[src/tccw_pkg.sv]
// Shared types and constants for the text console cell writer.
// Item and result beats, controller command and status, register codes.
package tccw_pkg;

  localparam int CHAR_W     = 8;
  localparam int ATTR_W     = 8;
  localparam int READ_ROW_W = 5;
  localparam int READ_COL_W = 7;
  localparam int OFFSET_W   = 11;
  localparam int CELL_W     = 16;
  localparam int APB_ADDR_W = 3;
  localparam int APB_DATA_W = 32;

  localparam logic [CHAR_W-1:0] NEWLINE_CODE = 8'h0A;
  localparam logic [CHAR_W-1:0] BLANK_CHAR   = 8'h20;
  localparam logic [ATTR_W-1:0] ATTR_RESET   = 8'h0F;
  localparam logic [CELL_W-1:0] BLANK_CELL   = {ATTR_RESET, BLANK_CHAR};

  localparam logic FUNC_PUT  = 1'b0;
  localparam logic FUNC_READ = 1'b1;

  // register index, taken from paddr[2]
  localparam logic REG_TEXT_ATTRIBUTE = 1'b0;

  typedef struct packed {
    logic                  func;
    logic [CHAR_W-1:0]     char_code;
    logic [READ_ROW_W-1:0] read_row;
    logic [READ_COL_W-1:0] read_col;
  } item_t;

  typedef struct packed {
    logic [CHAR_W-1:0]     cell_char;
    logic [ATTR_W-1:0]     cell_attr;
    logic [READ_ROW_W-1:0] cursor_row;
    logic [READ_COL_W-1:0] cursor_col;
    logic [OFFSET_W-1:0]   cursor_offset;
  } result_t;

  typedef struct packed {
    logic latch_item;
    logic exec;
    logic clear_step;
    logic blank_step;
    logic load_result;
  } cmd_t;

  typedef struct packed {
    logic clear_last;
    logic blank_last;
    logic scroll;
    logic result_free;
  } sts_t;

endpackage

[src/tccw_ctrl.sv]
// Controller state machine of the text console cell writer.
// Depends on tccw_pkg for command and status types.
module tccw_ctrl (
  input  logic          clk,
  input  logic          rst,
  input  logic          item_valid,
  output logic          item_stall,
  input  tccw_pkg::sts_t sts,
  output tccw_pkg::cmd_t cmd
);

  typedef enum logic [4:0] {
    S_CLEAR  = 5'b00001,
    S_IDLE   = 5'b00010,
    S_EXEC   = 5'b00100,
    S_SCROLL = 5'b01000,
    S_DONE   = 5'b10000
  } state_t;

  state_t state, state_next;

  always_ff @(posedge clk) begin
    if (rst) begin
      state <= S_CLEAR;
    end else begin
      state <= state_next;
    end
  end

  assign item_stall = (state != S_IDLE);

  always_comb begin
    state_next = state;
    cmd        = '0;
    case (state)
      S_CLEAR: begin
        cmd.clear_step = 1'b1;
        if (sts.clear_last) begin
          state_next = S_IDLE;
        end
      end
      S_IDLE: begin
        if (item_valid) begin
          cmd.latch_item = 1'b1;
          state_next     = S_EXEC;
        end
      end
      S_EXEC: begin
        cmd.exec   = 1'b1;
        state_next = sts.scroll ? S_SCROLL : S_DONE;
      end
      S_SCROLL: begin
        cmd.blank_step = 1'b1;
        if (sts.blank_last) begin
          state_next = S_DONE;
        end
      end
      S_DONE: begin
        if (sts.result_free) begin
          cmd.load_result = 1'b1;
          state_next      = S_IDLE;
        end
      end
      default: begin
        state_next = S_CLEAR;
      end
    endcase
  end

endmodule

[config.mk]
export PLATFORM = sky130hd
export DESIGN_NAME = tccw_ctrl
export DESIGN_NICKNAME = d
export VERILOG_FILES = /design/src/tccw_pkg.sv /design/src/tccw_ctrl.sv
export SDC_FILE = /design/constraint.sdc
export NUM_CORES = 1
export LEC_CHECK = 0
export BUFFER_PORTS_ARGS = -buffer_cell sky130_fd_sc_hd__buf_2
export CELL_PAD_IN_SITES_DETAIL_PLACEMENT = 0
export CELL_PAD_IN_SITES_GLOBAL_PLACEMENT = 1
export CORE_AREA = 5 5 42 44
export DETAILED_ROUTE_END_ITERATION = 10
export DIE_AREA = 0 0 47 49
export PLACE_DENSITY_LB_ADDON = 0.1
export SYNTH_ARGS = -nofsm -noshare
export SYNTH_HDL_FRONTEND = slang
export SYNTH_SLANG_ARGS = --single-unit
[constraint.sdc]
create_clock -name clk -period 3.6 [get_ports clk]
set_input_delay 0.36 -clock clk [delete_from_list [all_inputs] [get_ports clk]]
set_output_delay 0.36 -clock clk [all_outputs]
set_load 0.01 [all_outputs]
======== After elaboration in Yosys (flattened, before gate mapping) ========
Index checks and enable logic that the tools add are counted.
word-level totals
  bits in registers ....................... 5
  bits in latches ......................... 0
  bits in writable memories ............... 0
  ROM bits ................................ 0
  output and inout bits ................... 6
  memories kept ........................... 0
cells by class
  add/sub/neg operators ................... 0
  multiply operators ...................... 0
  divide/modulo/power cells ............... 0
  order comparisons ....................... 0
  equal/unequal tests ..................... 10
  shift-type cells ........................ 0
  mux-type cells .......................... 13
  bitwise logic cells ..................... 0
  reduce and logical (&&, ||, !) cells .... 1
operators with widths
  cell                  number
  $mux W5               5
  $pmux W5 S5           1
  $ne A2 B2 Y1 const B  4
  $mux W1               7
  $eq A5 B1 Y1 const B  1
  $eq A5 B2 Y1 const B  1
  $eq A5 B3 Y1 const B  1
  $eq A5 B4 Y1 const B  1
  $eq A5 B5 Y1 const B  1
  $ne A5 B2 Y1 const B  1
  $reduce_and A4 Y1     1

======== Depth between registers and ports, before layout ========
  depth after elaboration ................. 3
  gate-level depth with buffers ........... 4

======== Worst setup path before layout ========
No wires, ideal clock.
  path type ............................... register to register
  start ................................... register state[0]
  end ..................................... register state[1]
  library setup time ...................... 0.125 ns
  arrival time ............................ 1.277 ns
  data required time ...................... 3.475 ns
  setup slack ............................. 2.198 ns
  cell stages (with the launch flop) ...... 5
  path buffers ............................ 0
  cell sequence ........................... dfxtp_1 > or3_4 > or3_4 > o21ai_2 > o32ai_1
on the way
  longest elaborated chain between the ends .. 3
RTL lines
  element                               RTL line         text
  start: declaration                    tccw_ctrl.sv:20  state_t state, state_next;
  start signal: assignment              tccw_ctrl.sv:26  state <= state_next;
  $eq A5 B1 Y1 (tied with other cells)  tccw_ctrl.sv:35  case (state)
  $ne A2 B2 Y1 (no line)                -
  $reduce_and A4 Y1 (no line)           -
Several ways; a longest one is shown, not always the timed one.
A chain may end at the register's enable or synchronous reset.

==> flow_summary.yaml <==
drt:
  antenna_left: 0
  routed_via_density: 4.73
  vias: 331
  drcViolationCount: 0
  first_pass_iters: 2
  finalWirelength_um: 827
  drt_iter0_drc: 4
  wire_per_inst_um: 11.8
grt:
  grt_max_degree: 8
  grt_pass1_wl_um: 1410
  grt.overflow.total: 0
  antenna_found_initial: 0
  grt_pass1_vias: 352
  grt.total_usage_pct: 8.60
critical_path:
  reg2reg_depth: 4
  required_ps: 3240
  cp_max_fo: 6
  worstSetupPathType: "reg2out"
  worstReg2RegEnd: "state[1]$_SDFFE_PP0P_"
  cp_data_arrival_time_ps: 1300
  worstSetupEndpointType: "output port"
  worstReg2RegStart: "state[0]$_SDFFE_PP1P_"
  worst_setup_path_start_kind: "flip-flop"
  reg2reg_slack_ps: 2120
clock_tree:
  insertion_delay_ps: 240
  cts_resized: 0
  ctsRootBufferMaster: "clkbuf_4"
  cts_setup_buffers: 0
  cts_tree: "built"
  clock-sinks: 5
  htreeDepth: 1
  ctsHoldBuffers: 0
  clk_pin_slew_worst_paths_ps: 40
  cts_buffer_depth: 2
  cts_made_buffers: 3
logic_synthesis:
  yosysSeqAreaShare_pct: 32.1
  ys_seq_elements: 5
  syn-mean-instance-area_um2: 8.20
  netlist_instances: 38
  syn_area_um2: 312
  netlist-cell-type-count: 19
  syn-num-nets: 45
  yosys_warnings: 0
sta:
  tightest_slew_ps: 361
  rsz0062_at_grt: "false"
  setup_viol: 0
  fin_crit_sh_pct: 46.2
  timing.hold.ws_ps: 348
  hold_viol: 0
  drv_slew: 0
  period_needed_ps: 1660
  timing.fmax_ghz: 0.601
  fin_setup_tns_ps: 0
  slew_headroom_pct: 75.7
  fin_skew_ps: 2.29
floorplanning:
  dieArea_mm2: 0.00230
  core_mm2: 0.00140
  io_pins: 13
  die_y_um: 49
  start_util_pct: 22.2
  fp.dieW_um: 47
  row_count: 14
place:
  portBuffers: 12
  gp_congestion: 0.761
final_layout:
  nets: 62
  regMostFlops: "state"
  nFillCells: 172
  post_route_cells_drive_above_1_share_pct: 37.0
  top_regs: "state: 5 flops"
  seq_area_um2: 100
  multiInputGateArea_um2: 204
  areaGrowthSynthToFinish_pct: 34.1
  largest_register_ffs: 5
  antenna_cells: 0
worst_hold_path:
  hold_path_depth: 2
  min_from: "item_valid"
  worstHoldPathType: "in2reg"
  hold_path_end: "state[1]$_SDFFE_PP0P_"
power_and_ir_drop:
  ir_drop_uv: 198
  power.leakage_nw: 0.182
  p_per_area_mw_per_mm2: 452
run_status:
  status: "complete, no violations"
run:
  maxCapViolations: 0
[cells in the mapped netlist]
library cell | number | area, um^2
or3_4 | 2 | 22.5
o21ai_2 | 1 | 8.76
nand2_1 | 5 | 18.8
inv_1 | 2 | 7.51
nor4_1 | 2 | 12.5
o21ai_1 | 1 | 5.00
a311o_1 | 1 | 10.0
nor3_2 | 1 | 10.0
dfxtp_1 | 5 | 100
nor3_1 | 2 | 10.0
nand2b_1 | 2 | 12.5
nand3b_1 | 2 | 15.0
and3_1 | 1 | 6.26
nor2_1 | 4 | 15.0
mux2i_1 | 1 | 10.0
xor2_1 | 1 | 8.76
a21oi_1 | 2 | 10.0
o32ai_1 | 2 | 17.5
nor2_4 | 1 | 11.3
[critical path, stage by stage (launching register included)]
cell	delay, ps
dfxtp_1	350
nor4_1	390
and3_1	200
buf_2	120
[layer usage]
metal  vias up  GRT usage, %  routed length, um
met2        12          11.1                385
met4         0          2.76                  0
met5         -             0                  0
met3         0          7.38                 77
met1       148          10.4                365
li1        171             -                  -
[power by group]
group          switching [mW]  internal [mW]  total (mW)
clock network          0.0223         0.0419      0.0641
registers             0.00865         0.0616      0.0703
logic                  0.0289         0.0255      0.0544
total                  0.0598          0.129       0.189
[cell usage in the layout, fill, tap and decap left out]
master    count
o21ai_2       1
or3_4         2
nor2_1        4
mux2i_1       1
o32ai_1       2
nand2_1       5
a311o_1       1
xor2_1        1
o21ai_1       1
and3_1        1
nand2b_1      2
nor3_1        2
nor2_4        1
clkbuf_1      1
a21oi_1       2
nor4_1        2
buf_2        12
inv_1         2
dfxtp_1       5
clkbuf_4      3
nand3b_1      2
nor3_2        1
[how the worst max path moves through the flow]
stage                           from                     to  slack (ps)  cells after the start
6_report       state[0]$_SDFFE_PP1P_                 cmd[0]        1940                      3
5_1_grt        state[2]$_SDFFE_PP0P_                 cmd[4]        1790                      4
4_1_cts        state[0]$_SDFFE_PP1P_                 cmd[0]        1920                      3
3_5_place_dp   state[0]$_SDFFE_PP1P_  state[1]$_SDFFE_PP0P_        2130                      4
3_3_place_gp   state[0]$_SDFFE_PP1P_  state[4]$_SDFFE_PP0P_        2150                      4
2_1_floorplan  state[0]$_SDFFE_PP1P_  state[1]$_SDFFE_PP0P_        2200                      4
[cell type report]
class / count / area share (%)
tap: 16 / 4.79
inverter: 2 / 1.80
sequential: 5 / 24.0
timing repair buffer: 12 / 14.4
multi-input combinational: 31 / 48.8
clock buffer: 4 / 6.29
[kinds of logic after synthesis]
kind of cell | count (synthesis) | synth area share [%]
simple gates | 22 | 43.0
compound gates | 7 | 16.5
flops | 5 | 32.1
buf+inv | 2 | 2.41
xor+xnor | 1 | 2.81
mux | 1 | 3.21
[stage by stage]
step | power (mW) | cells | setup WS [ps] | instance area, um^2 | util, %
2_1_floorplan | 0.108 | 38 | 2200 | 312 | -
3_5_place_dp | 0.125 | 66 | 2130 | 392 | 27.9
5_1_grt | 0.206 | 70 | 1790 | 418 | 29.8
3_3_place_gp | 0.125 | 66 | 2150 | 392 | 27.9
4_1_cts | 0.192 | 70 | 1920 | 418 | 29.8
6_report | 0.189 | 70 | 1940 | 418 | 29.8
Power figures use the tool's default switching activity.
